==> src/rtl/core/nearest_spot_selector_defines.svh <==
// assertion macros used by nearest_spot_selector.sv
`ifndef NEAREST_SPOT_SELECTOR_DEFINES_SVH
`define NEAREST_SPOT_SELECTOR_DEFINES_SVH

`ifndef SYNTHESIS
// clocked check, disabled while reset is low
`define NSS_ASSERT(lbl, clk, rst_n, prop, msg) \
    lbl: assert property (@(posedge clk) disable iff (!rst_n) prop) else $error(msg);
// clocked check that also holds during reset
`define NSS_ASSERT_ALWAYS(lbl, clk, prop, msg) \
    lbl: assert property (@(posedge clk) prop) else $error(msg);
`else
`define NSS_ASSERT(lbl, clk, rst_n, prop, msg)
`define NSS_ASSERT_ALWAYS(lbl, clk, prop, msg)
`endif

`endif

==> src/rtl/core/nss_pkg.sv <==
package nss_pkg;

    localparam int unsigned OFS_W   = 12;
    localparam int unsigned COORD_W = 16;
    localparam int unsigned PIX_W   = 16;
    localparam int unsigned PEAK_W  = 12;
    localparam int unsigned FRAC_W  = 4;
    localparam int unsigned ABS_W   = COORD_W + 1;
    localparam int unsigned HALF_W  = PEAK_W - 1;
    localparam int unsigned SCORE_W = 21;
    localparam int unsigned INDEX_W = 6;
    localparam int unsigned CFG_IDX_W  = 3;
    localparam int unsigned CFG_DATA_W = 16;

    // register indexes on the config port
    localparam logic [CFG_IDX_W-1:0] CFG_WIN_X     = 3'd0;
    localparam logic [CFG_IDX_W-1:0] CFG_WIN_Y     = 3'd1;
    localparam logic [CFG_IDX_W-1:0] CFG_REF_X     = 3'd2;
    localparam logic [CFG_IDX_W-1:0] CFG_REF_Y     = 3'd3;
    localparam logic [CFG_IDX_W-1:0] CFG_REF_PIX   = 3'd4;
    localparam logic [CFG_IDX_W-1:0] CFG_REF_PEAK  = 3'd5;

    typedef struct packed {
        logic [OFS_W-1:0]   win_x;
        logic [OFS_W-1:0]   win_y;
        logic [COORD_W-1:0] ref_x;
        logic [COORD_W-1:0] ref_y;
        logic [PIX_W-1:0]   ref_pix;
        logic [PEAK_W-1:0]  ref_peak;
    } t_cfg;

    typedef struct packed {
        logic [COORD_W-1:0] x;
        logic [COORD_W-1:0] y;
        logic [PIX_W-1:0]   pix;
        logic [PEAK_W-1:0]  peak;
    } t_group;

    // per-group distance terms, already in their unscaled form
    typedef struct packed {
        logic [ABS_W-1:0]  dx;
        logic [ABS_W-1:0]  dy;
        logic [PIX_W-1:0]  dpix;
        logic [HALF_W-1:0] dpeak;
    } t_terms;

endpackage

==> src/rtl/core/nss_terms.sv <==
module nss_terms (
    input  nss_pkg::t_cfg   i_cfg,
    input  nss_pkg::t_group i_group,
    output nss_pkg::t_terms o_terms
);

    logic [nss_pkg::ABS_W-1:0]  ax;
    logic [nss_pkg::ABS_W-1:0]  ay;
    logic [nss_pkg::ABS_W-1:0]  rx;
    logic [nss_pkg::ABS_W-1:0]  ry;
    logic [nss_pkg::HALF_W-1:0] g_half;
    logic [nss_pkg::HALF_W-1:0] r_half_peak;
    logic                       use_shape;

    // absolute centroid: whole-pixel window edge moved to q12.4, plus local centroid
    assign ax = {1'b0, i_cfg.win_x, {nss_pkg::FRAC_W{1'b0}}} + {1'b0, i_group.x};
    assign ay = {1'b0, i_cfg.win_y, {nss_pkg::FRAC_W{1'b0}}} + {1'b0, i_group.y};
    assign rx = {1'b0, i_cfg.ref_x};
    assign ry = {1'b0, i_cfg.ref_y};

    assign g_half      = i_group.peak[nss_pkg::PEAK_W-1:1];
    assign r_half_peak = i_cfg.ref_peak[nss_pkg::PEAK_W-1:1];
    assign use_shape   = (i_cfg.ref_pix != '0);

    always_comb begin
        o_terms.dx = (ax >= rx) ? (ax - rx) : (rx - ax);
        o_terms.dy = (ay >= ry) ? (ay - ry) : (ry - ay);
        o_terms.dpix  = '0;
        o_terms.dpeak = '0;
        // pixel count and peak only count when a reference count is known
        if (use_shape) begin
            o_terms.dpix = (i_group.pix >= i_cfg.ref_pix) ?
                           (i_group.pix - i_cfg.ref_pix) : (i_cfg.ref_pix - i_group.pix);
            o_terms.dpeak = (g_half >= r_half_peak) ?
                            (g_half - r_half_peak) : (r_half_peak - g_half);
        end
    end

endmodule

==> src/rtl/core/nearest_spot_selector.sv <==
// result: captured in the output register when the frame's last group leaves the compare stage
// throughput: one group per cycle sustained; input, distance and compare stages each register
// the item, and only a held result back-pressures the pipe
// reset: synchronous, active low; clears config registers, pipeline valids, the frame's running
// minimum (all ones), best index, group count and overflow flag
`include "nearest_spot_selector_defines.svh"

module nearest_spot_selector #(
    parameter int unsigned MAX_GROUPS = 64
) (
    input  logic                               i_clk,
    input  logic                               i_rst_n,
    // config write port
    input  logic                               i_cfg_wr_en,
    input  logic [nss_pkg::CFG_IDX_W-1:0]      i_cfg_index,
    input  logic [nss_pkg::CFG_DATA_W-1:0]     i_cfg_data,
    // group request channel
    input  logic                               i_in_valid,
    output logic                               o_in_ready,
    input  logic [nss_pkg::COORD_W-1:0]        i_group_x,
    input  logic [nss_pkg::COORD_W-1:0]        i_group_y,
    input  logic [nss_pkg::PIX_W-1:0]          i_group_pixels,
    input  logic [nss_pkg::PEAK_W-1:0]         i_group_peak,
    input  logic                               i_last_group,
    // result request channel
    output logic                               o_out_valid,
    input  logic                               i_out_ready,
    output logic [nss_pkg::INDEX_W-1:0]        o_best_index,
    output logic [nss_pkg::SCORE_W-1:0]        o_best_score,
    output logic                               o_overflow
);

    localparam int unsigned CNT_W = $clog2(MAX_GROUPS + 1);
    localparam logic [CNT_W-1:0] CNT_MAX = CNT_W'(MAX_GROUPS);

    // ------------------------------------------------------------------
    // config registers
    // ------------------------------------------------------------------
    nss_pkg::t_cfg r_cfg;

    always_ff @(posedge i_clk) begin
        if (!i_rst_n) begin
            r_cfg <= '0;
        end else if (i_cfg_wr_en) begin
            case (i_cfg_index)
                nss_pkg::CFG_WIN_X:    r_cfg.win_x    <= i_cfg_data[nss_pkg::OFS_W-1:0];
                nss_pkg::CFG_WIN_Y:    r_cfg.win_y    <= i_cfg_data[nss_pkg::OFS_W-1:0];
                nss_pkg::CFG_REF_X:    r_cfg.ref_x    <= i_cfg_data[nss_pkg::COORD_W-1:0];
                nss_pkg::CFG_REF_Y:    r_cfg.ref_y    <= i_cfg_data[nss_pkg::COORD_W-1:0];
                nss_pkg::CFG_REF_PIX:  r_cfg.ref_pix  <= i_cfg_data[nss_pkg::PIX_W-1:0];
                nss_pkg::CFG_REF_PEAK: r_cfg.ref_peak <= i_cfg_data[nss_pkg::PEAK_W-1:0];
                default: ; // unused indexes are ignored
            endcase
        end
    end

    // ------------------------------------------------------------------
    // handshake chain: result register <- compare stage <- distance stage <- input stage
    // ------------------------------------------------------------------
    logic r_s1_valid, r_s1_last;
    logic r_s2_valid, r_s2_last;
    logic r_out_valid;
    nss_pkg::t_group r_s1_group;
    nss_pkg::t_terms r_s2_terms;
    nss_pkg::t_terms terms;

    logic out_free, s2_go, s2_ready, s1_go, s1_ready, in_take;

    assign out_free = !r_out_valid || i_out_ready;
    // a non-last group only touches the running state, so only a last one waits
    assign s2_go    = r_s2_valid && (!r_s2_last || out_free);
    assign s2_ready = !r_s2_valid || s2_go;
    assign s1_go    = r_s1_valid && s2_ready;
    assign s1_ready = !r_s1_valid || s1_go;
    assign in_take  = i_in_valid && s1_ready;
    assign o_in_ready = s1_ready;

    // stage 1: capture the request
    always_ff @(posedge i_clk) begin
        if (!i_rst_n) begin
            r_s1_valid <= 1'b0;
        end else if (s1_ready) begin
            r_s1_valid <= i_in_valid;
        end
    end

    always_ff @(posedge i_clk) begin
        if (in_take) begin
            r_s1_group.x    <= i_group_x;
            r_s1_group.y    <= i_group_y;
            r_s1_group.pix  <= i_group_pixels;
            r_s1_group.peak <= i_group_peak;
            r_s1_last       <= i_last_group;
        end
    end

    // stage 2: absolute differences
    nss_terms u_terms (
        .i_cfg   (r_cfg),
        .i_group (r_s1_group),
        .o_terms (terms)
    );

    always_ff @(posedge i_clk) begin
        if (!i_rst_n) begin
            r_s2_valid <= 1'b0;
        end else if (s2_ready) begin
            r_s2_valid <= r_s1_valid;
        end
    end

    always_ff @(posedge i_clk) begin
        if (s1_go) begin
            r_s2_terms <= terms;
            r_s2_last  <= r_s1_last;
        end
    end

    // ------------------------------------------------------------------
    // stage 3: score sum, running minimum, frame bookkeeping
    // ------------------------------------------------------------------
    logic [nss_pkg::SCORE_W-1:0] r_min, n_min;
    logic [nss_pkg::INDEX_W-1:0] r_best, n_best;
    logic [CNT_W-1:0]            r_cnt, n_cnt;
    logic                        r_ovf, n_ovf;
    logic [nss_pkg::SCORE_W-1:0] score;
    logic [CNT_W+nss_pkg::INDEX_W-1:0] cnt_ext;
    logic                        in_budget;

    logic [nss_pkg::INDEX_W-1:0] r_out_index, n_out_index;
    logic [nss_pkg::SCORE_W-1:0] r_out_score, n_out_score;
    logic                        r_out_ovf, n_out_ovf;

    // pixel and peak differences are whole units, scaled by 16 to q12.4
    assign score = nss_pkg::SCORE_W'(r_s2_terms.dx)
                 + nss_pkg::SCORE_W'(r_s2_terms.dy)
                 + nss_pkg::SCORE_W'({r_s2_terms.dpix, {nss_pkg::FRAC_W{1'b0}}})
                 + nss_pkg::SCORE_W'({r_s2_terms.dpeak, {nss_pkg::FRAC_W{1'b0}}});

    assign in_budget = (r_cnt < CNT_MAX);
    // index reported modulo 64 when the group budget is larger
    assign cnt_ext   = {{nss_pkg::INDEX_W{1'b0}}, r_cnt};

    always_comb begin
        n_min = r_min;
        n_best = r_best;
        n_cnt = r_cnt;
        n_ovf = r_ovf;
        n_out_index = r_out_index;
        n_out_score = r_out_score;
        n_out_ovf = r_out_ovf;
        if (s2_go) begin
            if (in_budget) begin
                // strict less-than keeps the first group on a tie
                if (score < r_min) begin
                    n_min  = score;
                    n_best = cnt_ext[nss_pkg::INDEX_W-1:0];
                end
                n_cnt = r_cnt + 1'b1;
            end else begin
                n_ovf = 1'b1;
            end
            if (r_s2_last) begin
                n_out_index = n_best;
                n_out_score = n_min;
                n_out_ovf   = n_ovf;
                // fresh frame
                n_min  = '1;
                n_best = '0;
                n_cnt  = '0;
                n_ovf  = 1'b0;
            end
        end
    end

    always_ff @(posedge i_clk) begin
        if (!i_rst_n) begin
            r_min  <= '1;
            r_best <= '0;
            r_cnt  <= '0;
            r_ovf  <= 1'b0;
        end else begin
            r_min  <= n_min;
            r_best <= n_best;
            r_cnt  <= n_cnt;
            r_ovf  <= n_ovf;
        end
    end

    // result register
    always_ff @(posedge i_clk) begin
        if (!i_rst_n) begin
            r_out_valid <= 1'b0;
        end else if (s2_go && r_s2_last) begin
            r_out_valid <= 1'b1;
        end else if (i_out_ready) begin
            r_out_valid <= 1'b0;
        end
    end

    always_ff @(posedge i_clk) begin
        r_out_index <= n_out_index;
        r_out_score <= n_out_score;
        r_out_ovf   <= n_out_ovf;
    end

    assign o_out_valid  = r_out_valid;
    assign o_best_index = r_out_index;
    assign o_best_score = r_out_score;
    assign o_overflow   = r_out_ovf;

    // ------------------------------------------------------------------
    // checks
    // ------------------------------------------------------------------
    `NSS_ASSERT(a_cnt_bound, i_clk, i_rst_n, r_cnt <= CNT_MAX,
        "group count past budget")
    `NSS_ASSERT(a_ovf_needs_full, i_clk, i_rst_n, r_ovf |-> (r_cnt == CNT_MAX),
        "overflow before budget full")
    `NSS_ASSERT(a_frame_clear, i_clk, i_rst_n,
        (s2_go && r_s2_last) |=> (r_cnt == '0 && r_min == '1 && !r_ovf),
        "frame state not cleared")
    `NSS_ASSERT(a_min_monotonic, i_clk, i_rst_n,
        (r_s2_valid && !r_s2_last) |=> (r_min <= $past(r_min)),
        "running minimum grew")

endmodule
==> config.mk <==
export PLATFORM = sky130hd
export DESIGN_NAME = nearest_spot_selector
export DESIGN_NICKNAME = d
export VERILOG_FILES = /design/src/rtl/core/nss_pkg.sv /design/src/rtl/core/nss_terms.sv /design/src/rtl/core/nearest_spot_selector.sv
export VERILOG_INCLUDE_DIRS = /design/src /design/src/rtl/core
export SDC_FILE = /design/constraint.sdc
export NUM_CORES = 1
export LEC_CHECK = 0
export BUFFER_PORTS_ARGS = -buffer_cell sky130_fd_sc_hd__buf_2
export CAP_MARGIN = 30
export CORE_ASPECT_RATIO = 1.25
export CORE_MARGIN = 2
export CORE_UTILIZATION = 55
export CTS_CLUSTER_DIAMETER = 100
export CTS_CLUSTER_SIZE = 40
export DETAILED_ROUTE_END_ITERATION = 8
export PLACE_DENSITY = 0.76
export SLEW_MARGIN = 10
export SYNTH_ARGS = -nofsm -noshare
export SYNTH_HDL_FRONTEND = slang
export SYNTH_SLANG_ARGS = --single-unit
export TNS_END_PERCENT = 100
==> constraint.sdc <==
create_clock -name i_clk -period 5.5 [get_ports i_clk]
set_input_delay 0.55 -clock i_clk [delete_from_list [all_inputs] [get_ports i_clk]]
set_output_delay 0.55 -clock i_clk [all_outputs]
set_load 0.005 [all_outputs]
==> summary.md <==
| Metric | Value |
|---|---|
| Die width | 167.4 µm |
| Vias after detailed routing | roughly 14000 |
| Commonest cells after routing, fill and taps aside | nand2_1, inv_1, ha_1 |
| Syn nets | between 2000 and 2500 |
| Antenna viol nets, final | 0 |
| Max Cap Viol | 0 |
| Root buf cell | clkbuf_16 |
| Grt total ovfl | 0 |
| Clock Skews | 0.04104 ns |
| Fin crit share | between 90% and 100% |
| Internal | roughly 4 mW |
| Top Ports | 115 |
| Fraction of layout cells with a size suffix above 1 | 11.41% |
| Die area | between 30000 and 40000 µm² |
| Worst-path clk slew | 0.14 ns |
| Initial DRT Pass Iterations | 8 |
| Slew HR | 35.57% |
| Failing checks | DRC |
| Synthesized cell area | approximately 18000 µm² |
| Drt wl/cell | between 15 and 20 µm |
| Post-synth cell types | 85 |
| Met1 Use GR | between 30 and 40% |
| Comb power frac | 43.1% |
| Max-slew violations | 0 |
| Die Y | 208.2 µm |
| Sw Share | a little under two fifths |
| # clock sinks | approximately 270 |
| Most common cell after layout, fill and taps aside | nand2_1 |
| Fin area | around 20000 µm² |
| Nets | around 2400 |
| Vias in the first global route | between 10000 and 15000 |
| Clk pwr share | between 10% and 20% |
| P_sw | 2.285 mW |
| CP arrival | about 5.8 ns |
| GR Util met3 | approximately 2.1% |
| Row cnt | 74 |
| GRT Util Overall | ~25% |
| Crit path kind | flip-flop to flip-flop |
| Core region area | 32780 µm² |
| Main synth FF type | edfxtp_1 |
| Placed cells | between 2000 and 2500 |
| Largest net degree at the start of global routing | 88 |
| Antenna violations before repair | 0 |
| IO buf count | 113 |
| Crit Path Max Fanout | 9 |
| Post-Syn Instances | between 2000 and 2500 |
| Hold Crit Class | input port to flip-flop |
| Starting density of the core | a little under three fifths |
| Tightest hold margin | ~0.19 ns |
| DRC Markers | 9 |
| Antenna cells | 0 |
| Actual transition at the worst max-transition pin | slightly below 1 ns |
| Number of synthesized register bits | 271 |
| Final setup vio count | 0 |
| Area growth syn-to-layout | 8.755% |
| DP Wirelength | 33390 µm |
| Final wirelength | 43920 µm |
| TritonCTS Buffers | 12 |
| Sequential cell area fraction in the yosys report | 37.75% |
| EDFF count, synth | 150 |
| Hold Buf Count CTS | 0 |
| F_max | about 0.19 GHz |
| Pwr Total | between 6 and 7 mW |
| Non-filler cells, final | roughly 2500 |
| Critical path launch point type | flip-flop |
| Part of the power in registers | 38.8% |
| Post-route setup slack | roughly 0.10 ns |
| Vias/cell | 5.687 |
| Lkg Pwr | a little under 9 nW |
| Syn Area/Cell | about 9 µm² |
| Final Hold Viols | 0 |
| RePlAce Congestion | between 0.9 and 1 |
| Critical Path RT | around 5.9 ns |
| Pre-CTS setup slack | between 0.03 and 0.04 ns |
| CP Capture Type | flip-flop |
| First-pass GRT wire length | roughly 70000 µm |
| Worst-Skew Late Latency | approximately 0.52 ns |
| Dpl cell area | between 15000 and 20000 µm² |
| Peak supply drop | ~0.00031 V |
| Met2 Use GR | a little under half |
| Power per Cell Area | ~310 nW/µm² |
| CTS tree | done |
| Largest buffer count on any clock path | 3 |
| Iter 0 DRT Violations | about 1100 |
| Asr flop ratio synth | 0% |
| H-tree depth | 1 |
| Yosys Warn Count | 0 |
| GRT busiest layer | met2 |
| Clock period minus worst slack | between 5 and 6 ns |
| Status | finished with violations |
-- final cells by class --
type,count,area [µm²]
Timing Repair Buffer,147,920.9
Clock buffer,14,329.1
Clock inverter,6,65.06
Fill cell,2898,12820
Sequential cell,271,6927
Multi-Input combinational cell,1417,10290
Inverter,239,897.1
Tap cell,418,523.0
-- cell families (layout without fill, tap and decap cells) --
group | Yosys count | after routing | share of synthesized area [%]
buf+inv | 323 | 406 | 6.934
flops | 271 | 271 | 37.75
compound gates | 501 | 501 | 17.91
fa+ha+maj | 223 | 223 | 16.64
xor+xnor | 77 | 77 | 3.675
mux | 57 | 57 | 3.205
simple gates | 559 | 559 | 13.90
-- power groups by stage --
stage | combinational, mW | sequential, mW | clock (mW)
CTS | 2.45 | 2.41 | 1.15
floorplan | 1.83 | 2.44 | 0
global placement | 2.36 | 2.45 | 0
global route | 2.98 | 2.43 | 1.22
finish | 2.68 | 2.41 | 1.13
detailed placement | 2.43 | 2.46 | 0
-- state kept, by name, summed over array words and instances (netlist names), 6 cells and up --
name,cells
r_s1_group,59
r_cnt,7
o_best_index,6
r_cfg,83
r_min,21
o_best_score,21
r_best,6
r_s2_terms,61
-- path summary, 6_finish.rpt --
check                           depth (start not counted)                  endpoint  slack [ns]                     start
worst max-delay path                                   21    r_min[18]$_SDFFE_PN1P_        0.10  r_s2_terms[35]$_DFFE_PP_
worst min-delay path                                    1  r_s1_group[46]$_DFFE_PP_        0.19              i_group_x[2]
worst max register to register                         21    r_min[18]$_SDFFE_PN1P_        0.10  r_s2_terms[35]$_DFFE_PP_
worst min register to register                          2    r_cfg[66]$_SDFFE_PN0P_        0.47    r_cfg[66]$_SDFFE_PN0P_
-- cell usage after synthesis, drive strengths merged (18+ instances only) --
cell / n / area [µm²]
nand2b: 18 / 112.6
edfxtp: 150 / 4504
xnor2: 45 / 394.1
nor3: 28 / 151.4
nor2: 96 / 360.4
a21oi: 188 / 955.9
nor2b: 23 / 143.9
o211ai: 35 / 267.8
buf: 21 / 138.9
ha: 188 / 2352
xor2: 32 / 280.3
nand2: 265 / 994.7
dfxtp: 121 / 2422
nand3: 43 / 215.2
clkbuf: 63 / 236.5
o21ai: 89 / 449.2
a21o: 55 / 412.9
inv: 239 / 897.1
fa: 35 / 700.7
mux2i: 43 / 430.4
-- metal layers --
| metal | wire (µm) | part of all wire (%) |
|---|---|---|
| met1 | 18640 | 42 |
| met2 | 22070 | 50 |
| met3 | 1843 | 4.2 |
| met4 | 1368 | 3.1 |
| met5 | 0 | 0 |
-- repair_timing --
| action | in CTS | in global routing |
|---|---|---|
| gates resized for setup | 2 | 29 |
| pin swaps | 0 | 11 |
| cloned | 0 | 2 |
| buffers inserted | 0 | 7 |
| endpoints found under the setup margin | 6 | 55 |
-- critical path, cell delays in order (launching register included) --
cell       delay (ns)
edfxtp_1         0.42
inv_2            0.07
fa_1             0.43
fa_1             0.51
inv_1            0.06
ha_4             0.27
a21oi_2          0.14
o21ai_2          0.09
or3_4            0.40
o211a_1          0.25
or4b_4           0.48
nand3_2          0.10
ha_1             0.24
a21o_1           0.17
a211o_1          0.29
o211ai_1         0.10
a21oi_2          0.13
a2111oi_4        0.41
buf_4            0.21
clkbuf_16        0.14
a21oi_1          0.06
a211o_1          0.27
-- per-stage QoR --
stage               setup TNS, ns  util, %
CTS                             0    60.06
floorplan                       0        -
global route              -0.2893    60.89
finish                          0    60.89
global placement                0    58.81
detailed placement              0    58.83
(Power assumes the default switching activity.)
